File: src/rtl/btpc_pkg.sv
`timescale 1ns / 1ps
`default_nettype none
// ----------------------------------------------------------------------------
// btpc_pkg: shared types and constants
// Word width, register indexes and sequencer step codes for the
// barometric compensation block.
// ----------------------------------------------------------------------------
package btpc_pkg;

  localparam int W     = 64;
  localparam int CNT_W = $clog2(W + 1);

  typedef logic [W-1:0] word_t;
  typedef logic [1:0]   cfg_idx_t;
  typedef logic [3:0]   step_t;

  localparam cfg_idx_t CFG_TEMP     = 2'd0;
  localparam cfg_idx_t CFG_PRESS_LO = 2'd1;
  localparam cfg_idx_t CFG_PRESS_HI = 2'd2;
  localparam cfg_idx_t CFG_PRESS_P9 = 2'd3;

  // temperature steps
  localparam step_t T_V1  = 4'd0;
  localparam step_t T_SQ  = 4'd1;
  localparam step_t T_V2  = 4'd2;
  localparam step_t T_FIN = 4'd3;

  // pressure steps
  localparam step_t P_SQ  = 4'd0;
  localparam step_t P_V2A = 4'd1;
  localparam step_t P_V2B = 4'd2;
  localparam step_t P_V1A = 4'd3;
  localparam step_t P_V1B = 4'd4;
  localparam step_t P_DEN = 4'd5;
  localparam step_t P_NUM = 4'd6;
  localparam step_t P_DIV = 4'd7;
  localparam step_t P_QQ  = 4'd8;
  localparam step_t P_V9  = 4'd9;
  localparam step_t P_V8  = 4'd10;
  localparam step_t P_FIN = 4'd11;

  localparam word_t T_OFS    = 64'd128000;
  localparam word_t ADC_FULL = 64'd1048576;
  localparam word_t P_SCALE  = 64'd3125;
  localparam word_t DEN_BIAS = 64'h0000_8000_0000_0000;
  localparam word_t T_ROUND  = 64'd128;

  localparam logic signed [W-1:0] TEMP_LO = -64'sd4000;
  localparam logic signed [W-1:0] TEMP_HI = 64'sd8500;

endpackage
`default_nettype wire

File: src/rtl/baro_temp_pressure_compensation.sv
`timescale 1ns / 1ps
`default_nettype none
// A temperature item takes three multiplies; a pressure item takes ten multiplies
// plus a divide, all on the bit-serial multiplier and divider.
// Items are handled one at a time; a new sample is accepted only when idle.
// The output register lets the next item enter while a result waits.
// Reset (synchronous, rst_n low) clears calibration, fine temperature and control.
// ----------------------------------------------------------------------------
// baro_temp_pressure_compensation: barometer compensation top level
// Step sequencer around a shared bit-serial multiplier and divider.
// ----------------------------------------------------------------------------
module baro_temp_pressure_compensation (
  input  wire                 clk,
  input  wire                 rst_n,
  input  wire                 in_tvalid,
  output logic                in_tready,
  input  wire [23:0]          in_tdata,   // [19:0] raw_adc
  input  wire                 in_tuser,   // [0] func
  output logic                out_tvalid,
  input  wire                 out_tready,
  output logic [47:0]         out_tdata,  // [14:0] temp_centideg, [46:15] pressure_q24_8,
                                          // [47] div_zero
  output logic                out_tuser,  // [0] is_pressure
  input  wire                 cfg_valid,
  output logic                cfg_ready,
  input  wire btpc_pkg::cfg_idx_t cfg_index,
  input  wire [63:0]          cfg_data
);

  typedef enum logic [4:0] {
    S_IDLE  = 5'b00001,
    S_ISSUE = 5'b00010,
    S_MUL   = 5'b00100,
    S_DIV   = 5'b01000,
    S_OUT   = 5'b10000
  } state_t;

  state_t              state_r, state_nxt;
  btpc_pkg::step_t     step_r, step_nxt;
  logic                func_r, func_nxt;
  logic [19:0]         adc_r, adc_nxt;
  btpc_pkg::word_t     v_r, v_nxt, w_r, w_nxt, x_r, x_nxt, y_r, y_nxt;
  logic [31:0]         fine_r, fine_nxt;
  logic [47:0]         tcal_r;
  logic [63:0]         plo_r, phi_r;
  logic [15:0]         p9_r;
  logic [14:0]         res_temp_r, res_temp_nxt;
  logic [31:0]         res_press_r, res_press_nxt;
  logic                res_dz_r, res_dz_nxt;
  logic                out_valid_r, out_valid_nxt;
  logic [47:0]         out_data_r;
  logic                out_user_r;
  logic                out_load;
  logic                in_acc;

  logic                mul_start, mul_busy, mul_done;
  btpc_pkg::word_t     mul_a, mul_b, mul_p;
  logic                div_start, div_done;
  btpc_pkg::word_t     div_q;

  btpc_pkg::word_t t1, t2, t3, p1, p2, p3, p4, p5, p6, p7, p8, p9;
  btpc_pkg::word_t adc64, da, db, num, den_in, qv, tsum, tval, psum, den_new;

  btpc_mul u_mul (
    .clk   (clk),
    .rst_n (rst_n),
    .start (mul_start),
    .a     (mul_a),
    .b     (mul_b),
    .busy  (mul_busy),
    .done  (mul_done),
    .prod  (mul_p)
  );

  btpc_div u_div (
    .clk   (clk),
    .rst_n (rst_n),
    .start (div_start),
    .num   (y_r),
    .den   (x_r),
    .done  (div_done),
    .quo   (div_q)
  );

  assign in_tready  = (state_r == S_IDLE);
  assign in_acc     = in_tvalid && in_tready;
  assign cfg_ready  = 1'b1;
  assign out_tvalid = out_valid_r;
  assign out_tdata  = out_data_r;
  assign out_tuser  = out_user_r;

  always_comb begin
    t1 = 64'(tcal_r[15:0]);
    t2 = 64'($signed(tcal_r[31:16]));
    t3 = 64'($signed(tcal_r[47:32]));
    p1 = 64'(plo_r[15:0]);
    p2 = 64'($signed(plo_r[31:16]));
    p3 = 64'($signed(plo_r[47:32]));
    p4 = 64'($signed(plo_r[63:48]));
    p5 = 64'($signed(phi_r[15:0]));
    p6 = 64'($signed(phi_r[31:16]));
    p7 = 64'($signed(phi_r[47:32]));
    p8 = 64'($signed(phi_r[63:48]));
    p9 = 64'($signed(p9_r));
    adc64   = 64'(adc_r);
    da      = (adc64 >> 3) - (t1 << 1);
    db      = (adc64 >> 4) - t1;
    num     = ((btpc_pkg::ADC_FULL - adc64) << 31) - y_r;
    den_in  = x_r + btpc_pkg::DEN_BIAS;
    qv      = 64'($signed(v_r) >>> 13);
    tsum    = (x_r << 2) + x_r + btpc_pkg::T_ROUND;
    tval    = 64'($signed(tsum) >>> 8);
    psum    = 64'($signed(v_r + x_r + y_r) >>> 8) + (p7 << 4);
    den_new = 64'($signed(mul_p) >>> 33);
  end

  always_comb begin
    state_nxt     = state_r;
    step_nxt      = step_r;
    func_nxt      = func_r;
    adc_nxt       = adc_r;
    v_nxt         = v_r;
    w_nxt         = w_r;
    x_nxt         = x_r;
    y_nxt         = y_r;
    fine_nxt      = fine_r;
    res_temp_nxt  = res_temp_r;
    res_press_nxt = res_press_r;
    res_dz_nxt    = res_dz_r;
    mul_start     = 1'b0;
    mul_a         = v_r;
    mul_b         = v_r;
    div_start     = 1'b0;
    out_load      = 1'b0;
    unique case (state_r)
      S_IDLE: begin
        if (in_acc) begin
          func_nxt  = in_tuser;
          adc_nxt   = in_tdata[19:0];
          v_nxt     = 64'($signed(fine_r)) - btpc_pkg::T_OFS;
          step_nxt  = '0;
          state_nxt = S_ISSUE;
        end
      end
      S_ISSUE: begin
        state_nxt = S_MUL;
        mul_start = 1'b1;
        if (!func_r) begin
          case (step_r)
            btpc_pkg::T_V1: begin mul_a = da;  mul_b = t2; end
            btpc_pkg::T_SQ: begin mul_a = db;  mul_b = db; end
            btpc_pkg::T_V2: begin mul_a = y_r; mul_b = t3; end
            default: begin
              mul_start     = 1'b0;
              fine_nxt      = x_r[31:0];
              res_press_nxt = '0;
              res_dz_nxt    = 1'b0;
              if ($signed(tval) < btpc_pkg::TEMP_LO)
                res_temp_nxt = btpc_pkg::TEMP_LO[14:0];
              else if ($signed(tval) > btpc_pkg::TEMP_HI)
                res_temp_nxt = btpc_pkg::TEMP_HI[14:0];
              else
                res_temp_nxt = tval[14:0];
              state_nxt = S_OUT;
            end
          endcase
        end else begin
          case (step_r)
            btpc_pkg::P_SQ:  begin mul_a = v_r;    mul_b = v_r; end
            btpc_pkg::P_V2A: begin mul_a = w_r;    mul_b = p6; end
            btpc_pkg::P_V2B: begin mul_a = v_r;    mul_b = p5; end
            btpc_pkg::P_V1A: begin mul_a = w_r;    mul_b = p3; end
            btpc_pkg::P_V1B: begin mul_a = v_r;    mul_b = p2; end
            btpc_pkg::P_DEN: begin mul_a = den_in; mul_b = p1; end
            btpc_pkg::P_NUM: begin mul_a = num;    mul_b = btpc_pkg::P_SCALE; end
            btpc_pkg::P_DIV: begin
              mul_start = 1'b0;
              div_start = 1'b1;
              state_nxt = S_DIV;
            end
            btpc_pkg::P_QQ:  begin mul_a = qv;     mul_b = qv; end
            btpc_pkg::P_V9:  begin mul_a = w_r;    mul_b = p9; end
            btpc_pkg::P_V8:  begin mul_a = v_r;    mul_b = p8; end
            default: begin
              mul_start    = 1'b0;
              res_temp_nxt = '0;
              res_dz_nxt   = 1'b0;
              if (psum[63])
                res_press_nxt = '0;
              else if (psum[63:32] != '0)
                res_press_nxt = '1;
              else
                res_press_nxt = psum[31:0];
              state_nxt = S_OUT;
            end
          endcase
        end
      end
      S_MUL: begin
        if (mul_done) begin
          step_nxt  = step_r + 1'b1;
          state_nxt = S_ISSUE;
          if (!func_r) begin
            case (step_r)
              btpc_pkg::T_V1: x_nxt = 64'($signed(mul_p) >>> 11);
              btpc_pkg::T_SQ: y_nxt = 64'($signed(mul_p) >>> 12);
              default:        x_nxt = x_r + 64'($signed(mul_p) >>> 14);
            endcase
          end else begin
            case (step_r)
              btpc_pkg::P_SQ:  w_nxt = mul_p;
              btpc_pkg::P_V2A: y_nxt = mul_p;
              btpc_pkg::P_V2B: y_nxt = y_r + (mul_p << 17) + (p4 << 35);
              btpc_pkg::P_V1A: x_nxt = 64'($signed(mul_p) >>> 8);
              btpc_pkg::P_V1B: x_nxt = x_r + (mul_p << 12);
              btpc_pkg::P_DEN: begin
                x_nxt = den_new;
                if (den_new == '0) begin
                  res_temp_nxt  = '0;
                  res_press_nxt = '0;
                  res_dz_nxt    = 1'b1;
                  state_nxt     = S_OUT;
                end
              end
              btpc_pkg::P_NUM: y_nxt = mul_p;
              btpc_pkg::P_QQ:  w_nxt = mul_p;
              btpc_pkg::P_V9:  x_nxt = 64'($signed(mul_p) >>> 25);
              default:         y_nxt = 64'($signed(mul_p) >>> 19);
            endcase
          end
        end
      end
      S_DIV: begin
        if (div_done) begin
          v_nxt     = div_q;
          step_nxt  = step_r + 1'b1;
          state_nxt = S_ISSUE;
        end
      end
      S_OUT: begin
        if (!out_valid_r || out_tready) begin
          out_load  = 1'b1;
          state_nxt = S_IDLE;
        end
      end
      default: state_nxt = S_IDLE;
    endcase
  end

  assign out_valid_nxt = out_load ? 1'b1 : (out_tready ? 1'b0 : out_valid_r);

  always_ff @(posedge clk) begin
    if (!rst_n) begin
      state_r     <= S_IDLE;
      out_valid_r <= 1'b0;
      fine_r      <= '0;
      tcal_r      <= '0;
      plo_r       <= '0;
      phi_r       <= '0;
      p9_r        <= '0;
    end else begin
      state_r     <= state_nxt;
      out_valid_r <= out_valid_nxt;
      fine_r      <= fine_nxt;
      if (cfg_valid && cfg_ready) begin
        unique case (cfg_index)
          btpc_pkg::CFG_TEMP:     tcal_r <= cfg_data[47:0];
          btpc_pkg::CFG_PRESS_LO: plo_r  <= cfg_data;
          btpc_pkg::CFG_PRESS_HI: phi_r  <= cfg_data;
          btpc_pkg::CFG_PRESS_P9: p9_r   <= cfg_data[15:0];
          default: ;
        endcase
      end
    end
    step_r      <= step_nxt;
    func_r      <= func_nxt;
    adc_r       <= adc_nxt;
    v_r         <= v_nxt;
    w_r         <= w_nxt;
    x_r         <= x_nxt;
    y_r         <= y_nxt;
    res_temp_r  <= res_temp_nxt;
    res_press_r <= res_press_nxt;
    res_dz_r    <= res_dz_nxt;
    if (out_load) begin
      out_data_r <= {res_dz_r, res_press_r, res_temp_r};
      out_user_r <= func_r;
    end
  end

  a_mul_idle: assert property (@(posedge clk) disable iff (!rst_n)
    mul_start |-> !mul_busy) else $error("multiplier restarted while busy");

  a_div_den: assert property (@(posedge clk) disable iff (!rst_n)
    div_start |-> (x_r != '0)) else $error("divide issued with zero divisor");

  a_step_clr: assert property (@(posedge clk) disable iff (!rst_n)
    in_acc |=> (step_r == '0) && (state_r == S_ISSUE)) else $error("item start not clean");

  a_dz_zero: assert property (@(posedge clk) disable iff (!rst_n)
    (out_valid_r && out_data_r[47]) |-> (out_user_r && (out_data_r[46:0] == '0)))
    else $error("divide-by-zero result not cleared");

  a_out_src: assert property (@(posedge clk) disable iff (!rst_n)
    out_load |-> (state_r == S_OUT)) else $error("output loaded outside output state");

endmodule
`default_nettype wire

File: src/rtl/btpc_mul.sv
`timescale 1ns / 1ps
`default_nettype none
// ----------------------------------------------------------------------------
// btpc_mul: bit-serial multiplier
// Shift-and-add, one multiplier bit per cycle, product modulo 2^64.
// Stops as soon as the remaining multiplier bits are zero.
// ----------------------------------------------------------------------------
module btpc_mul (
  input  wire                 clk,
  input  wire                 rst_n,
  input  wire                 start,
  input  wire btpc_pkg::word_t a,
  input  wire btpc_pkg::word_t b,
  output logic                busy,
  output logic                done,
  output btpc_pkg::word_t     prod
);

  btpc_pkg::word_t a_r, a_nxt;
  btpc_pkg::word_t b_r, b_nxt;
  btpc_pkg::word_t acc_r, acc_nxt;
  logic            busy_r, busy_nxt;

  assign busy = busy_r;
  assign done = busy_r && (b_r == '0);
  assign prod = acc_r;

  always_comb begin
    a_nxt    = a_r;
    b_nxt    = b_r;
    acc_nxt  = acc_r;
    busy_nxt = busy_r;
    if (start) begin
      a_nxt    = a;
      b_nxt    = b;
      acc_nxt  = '0;
      busy_nxt = 1'b1;
    end else if (busy_r) begin
      if (b_r == '0) begin
        busy_nxt = 1'b0;
      end else begin
        if (b_r[0]) acc_nxt = acc_r + a_r;
        a_nxt = {a_r[btpc_pkg::W-2:0], 1'b0};
        b_nxt = {1'b0, b_r[btpc_pkg::W-1:1]};
      end
    end
  end

  always_ff @(posedge clk) begin
    if (!rst_n) begin
      busy_r <= 1'b0;
    end else begin
      busy_r <= busy_nxt;
    end
    a_r   <= a_nxt;
    b_r   <= b_nxt;
    acc_r <= acc_nxt;
  end

endmodule
`default_nettype wire

File: src/rtl/btpc_div.sv
`timescale 1ns / 1ps
`default_nettype none
// ----------------------------------------------------------------------------
// btpc_div: bit-serial signed divider
// Restoring division on magnitudes, one quotient bit per cycle,
// quotient truncated toward zero. Divisor must be nonzero.
// ----------------------------------------------------------------------------
module btpc_div (
  input  wire                 clk,
  input  wire                 rst_n,
  input  wire                 start,
  input  wire btpc_pkg::word_t num,
  input  wire btpc_pkg::word_t den,
  output logic                done,
  output btpc_pkg::word_t     quo
);

  btpc_pkg::word_t                 rem_r, rem_nxt;
  btpc_pkg::word_t                 quo_r, quo_nxt;
  btpc_pkg::word_t                 dvs_r, dvs_nxt;
  logic [btpc_pkg::CNT_W-1:0]      cnt_r, cnt_nxt;
  logic                            neg_r, neg_nxt;
  logic                            busy_r, busy_nxt;
  logic [btpc_pkg::W:0]            sh;

  assign done = busy_r && (cnt_r == btpc_pkg::CNT_W'(btpc_pkg::W));
  assign quo  = neg_r ? (~quo_r + 1'b1) : quo_r;

  always_comb begin
    rem_nxt  = rem_r;
    quo_nxt  = quo_r;
    dvs_nxt  = dvs_r;
    cnt_nxt  = cnt_r;
    neg_nxt  = neg_r;
    busy_nxt = busy_r;
    sh       = {rem_r, quo_r[btpc_pkg::W-1]};
    if (start) begin
      neg_nxt  = num[btpc_pkg::W-1] ^ den[btpc_pkg::W-1];
      quo_nxt  = num[btpc_pkg::W-1] ? (~num + 1'b1) : num;
      dvs_nxt  = den[btpc_pkg::W-1] ? (~den + 1'b1) : den;
      rem_nxt  = '0;
      cnt_nxt  = '0;
      busy_nxt = 1'b1;
    end else if (done) begin
      busy_nxt = 1'b0;
    end else if (busy_r) begin
      if (sh >= {1'b0, dvs_r}) begin
        rem_nxt = btpc_pkg::W'(sh - {1'b0, dvs_r});
        quo_nxt = {quo_r[btpc_pkg::W-2:0], 1'b1};
      end else begin
        rem_nxt = sh[btpc_pkg::W-1:0];
        quo_nxt = {quo_r[btpc_pkg::W-2:0], 1'b0};
      end
      cnt_nxt = cnt_r + 1'b1;
    end
  end

  always_ff @(posedge clk) begin
    if (!rst_n) begin
      busy_r <= 1'b0;
    end else begin
      busy_r <= busy_nxt;
    end
    rem_r <= rem_nxt;
    quo_r <= quo_nxt;
    dvs_r <= dvs_nxt;
    cnt_r <= cnt_nxt;
    neg_r <= neg_nxt;
  end

endmodule
`default_nettype wire

File: config.mk
export PLATFORM = sky130hd
export DESIGN_NAME = baro_temp_pressure_compensation
export DESIGN_NICKNAME = d
export VERILOG_FILES = /design/src/rtl/btpc_pkg.sv /design/src/rtl/baro_temp_pressure_compensation.sv /design/src/rtl/btpc_mul.sv /design/src/rtl/btpc_div.sv
export SDC_FILE = /design/constraint.sdc
export NUM_CORES = 2
export LEC_CHECK = 0
export BUFFER_PORTS_ARGS = -buffer_cell sky130_fd_sc_hd__buf_2
export CAP_MARGIN = 30
export CORE_MARGIN = 3
export CORE_UTILIZATION = 47
export DETAILED_ROUTE_END_ITERATION = 16
export HOLD_SLACK_MARGIN = 0.06
export REMOVE_ABC_BUFFERS = 1
export SYNTH_ARGS = -nofsm -noshare
export SYNTH_HDL_FRONTEND = slang
export SYNTH_SLANG_ARGS = --single-unit
File: constraint.sdc
create_clock -name clk -period 9.1 [get_ports clk]
set_clock_uncertainty 0.2 [all_clocks]
set_input_delay 1.82 -clock clk [delete_from_list [all_inputs] [get_ports clk]]
set_output_delay 1.82 -clock clk [all_outputs]
set_load 0.02 [all_outputs]
==> results by group <==
Critical path
  – CP max stage delay: roughly 0.55 ns
  – Worst-path maximum fanout: 32
  – Reg2reg end: res_press_r[25]
  – Worst endpoint required time: 9.39 ns
  – Reg-to-reg slack, setup: approximately 0.56 ns
  – Critical Path Sink Type: register
  – Crit path to: res_press_r[25]
  – Worst r2r src: y_r[8]
  – Crit path kind: reg -> reg
  – Data arrival time of the critical path: between 8 and 9 ns
  – Slowest CP cell: edfxtp_1
  – Crit start category: register
  – Worst Setup SP: y_r[8]
  – Reg2Reg Depth: 32

Die
  – Row cnt: 150
  – Starting Density: 47.4%
  – Die X: about 420 µm
  – Core Region: about 170000 µm²
  – Die area: 174000 µm²
  – # IOs: roughly 150
  – Die Ht: 418 µm

Route
  – DRC: 0
  – Via density per instance: approximately 6.7
  – Initial DRC Count: just over 10000
  – Detailed Route WL: around 370000 µm
  – DRT antenna net count: 0
  – WL per Instance: 31.9 µm
  – DRT Pass-1 Iters: 11
  – Vias: 78350

Status
  – Outcome: complete, no violations

Synthesis
  – Synth Flop Type: edfxtp_1
  – Async set-or-reset flop fraction in the synthesized netlist: 0%
  – Synth top area cells: edfxtp_1 24%, dfxtp_1 9.2%, ha_1 9.2%, nand2_1 6.2%, a21oi_1 5.0%
  – Synth warn: 0
  – Yosys reg bits: between 1000 and 1500
  – Yosys top cell area share: a little under a quarter
  – Synthesized area: approximately 80000 µm²
  – EDFF count, synth: around 640
  – Area leader, netlist: edfxtp_1
  – Mapped Cells: 9348
  – Sequential-to-total area share from yosys stat: between 30% and 40%
  – Netlist cell types: 89
  – Mean Syn Cell Area: roughly 8.5 µm²

Timing
  – Slew Viols, Final: 0
  – Max Fclk: around 0.12 GHz
  – Final setup TNS: 0 ns
  – Fin. Hold Viols: 0
  – Max transition margin: a little over a fifth
  – Final setup viols: 0
  – Period minus WS final: around 8.5 ns
  – RSZ-0062 raised after global routing: false
  – Worst Max-Slew Pin Slew: between 1 and 1.5 ns
  – Final worst-path cycle share: between 90% and 100%

Finish
  – Fin util: roughly 52%
  – Share of layout cells above drive strength 1: roughly 7.4%
  – Nets: 10097
  – Layout fillers: between 15000 and 20000
  – Cell Count, Final, Fillers Out: roughly 12000
  – Area delta synth->final: 9.87%
  – Design area: ~90000 µm²
  – Most frequent cells in the layout: 1313 x nand2_1, 785 x a21oi_1, 656 x o21ai_0, 635 x edfxtp_1, 587 x ha_1
  – Commonest non-fill, non-tap cell in the layout: nand2_1

GRT
  – Top Usage Layer GRT: met2
  – M1 GR Usage: 51.0%
  – Initial antenna violation count: 37
  – First-pass GRT wire length: about 530000 µm
  – Met3 Usage GRT: 12.5%
  – Total track usage: 41.3%
  – Largest net degree at the start of global routing: about 110
  – M2 GR Usage: between 60 and 70%
  – Vias in the first global route: roughly 74000
  – Global route total overflow: 0

CTS
  – Max clock buf depth: 3
  – Htree depth: 3
  – Cts hold-fix bufs: 0
  – Root Driver: clkbuf_16
  – Clock latency at the later pin of the worst-skew pair: 0.83 ns
  – Clock sinks: between 1000 and 1500
  – PostCTS Resize Cnt: 0
  – CTS tree: done
  – # Post-CTS Setup Buffers: 0
  – Clk slew on worst S/H paths: 0.06 ns
  – TritonCTS Buffers: around 120

Placement
  – Placed Area: 83300 µm²
  – # port buffers: approximately 140
  – HPWL after DPL: roughly 280000 µm
  – Inst Count DP: around 11000
  – RD Place Congestion: a little over 1

Pwr
  – Power per cell area: about 270 nW/µm²
  – VDD IR-drop max: roughly 0.22 mV
  – Pleak: 34.8 nW

Flow run
  – Max cap viols: 0

Hold path
  – Hold crit path type: reg -> reg
==> Yosys cell counts (59+ instances only) <==
master       n
nor4_1      74
inv_1      322
edfxtp_1   635
xnor2_1    414
clkbuf_1   500
xor2_1     267
o21bai_1    81
a222oi_1    63
a22oi_1     66
a21o_1     334
and2_1      59
nor3_1     132
nor2b_1     86
a211oi_1    82
nand3_1    232
o211ai_1    86
a221oi_1   186
a21boi_0   245
nand2_1   1315
o21a_1      75
ha_1       587
or3_1       90
fa_1        97
o31ai_1     92
o21ai_0    657
dfxtp_1    367
a31oi_1     98
a21oi_1    788
nand2b_1    87
nand4_1    112
nor2_1     499
==> worst max-delay path: cells and delay by family (launching register included) <==
kind            cells  cell delay, ns
simple gates       12            2.36
flops               1            0.55
xor+xnor            1            0.36
compound gates     13            3.13
buf+inv             3            0.43
fa+ha+maj           3            1.18
==> registers in the layout (all words and copies together), names as in the netlist, 4 cells and up <==
register	count
phi_r	64
plo_r	64
u_div.dvs_r	64
u_div.quo_r	64
u_div.rem_r	64
u_mul.a_r	64
u_mul.b_r	64
u_mul.prod	64
v_r	64
w_r	64
x_r	64
y_r	64
out_tdata	48
tcal_r	48
fine_r	32
res_press_r	32
adc_r	20
p9_r	16
res_temp_r	15
u_div.cnt_r	7
state_r	5
step_r	4
==> through the flow <==
| stage | power [mW] | hold WS [ns] | setup slack (ns) |
|---|---|---|---|
| final | 23.4 | 0.219 | 0.557 |
| after global routing | 24.2 | 0.222 | 0.0845 |
| after CTS | 22.9 | 0.217 | 0.642 |
| after detailed placement | 17.8 | 0.206 | 0.744 |
| after global placement | 17.8 | 0.205 | 0.756 |
| after floorplan | 12.9 | 0.200 | -5.76 |
==> kinds of logic after synthesis <==
logic type | synth area share, %
AOI/OAI and AO/OA | 26.2
and+or+nand+nor | 16.8
DFF | 33.2
buffers and inverters | 4.21
adders and majority gates | 11.7
xor gates and xnor gates | 7.49
muxes | 0.487
other | 0.00471
==> report_power, final <==
part	switching (mW)	internal, mW
Combinational	8.42	3.87
Clock	2.18	2.88
Sequential	0.642	5.44
==> final cells by class <==
cell class	count	area [µm²]	area share [%]
multi-input combinational	7459	50100	57.2
sequential	1002	26400	30.2
clock buffer	163	3310	3.78
inverter	323	1210	1.39
antenna	28	70.1	0.0801
timing repair buffer	415	2900	3.31
clock inverter	58	726	0.830
tap	2204	2760	3.15
==> metal layers <==
metal | up-vias | wire [µm]
met1 | 37830 | 140000
met5 | - | 94
li1 | 34604 | -
met2 | 4739 | 158000
met3 | 1163 | 43700
met4 | 14 | 29800
==> worst min path at each step <==
stage / start / end / slack [ns] / cells after the start
2_1_floorplan: res_temp_r[0] / out_tdata[0] / 0.20 / 0
3_3_place_gp: res_press_r[0] / out_tdata[15] / 0.21 / 0
3_5_place_dp: res_press_r[1] / out_tdata[16] / 0.21 / 0
4_1_cts: res_press_r[1] / out_tdata[16] / 0.22 / 0
5_1_grt: res_press_r[1] / out_tdata[16] / 0.22 / 0
6_report: res_press_r[1] / out_tdata[16] / 0.22 / 0
Power figures use the tool's default switching activity.
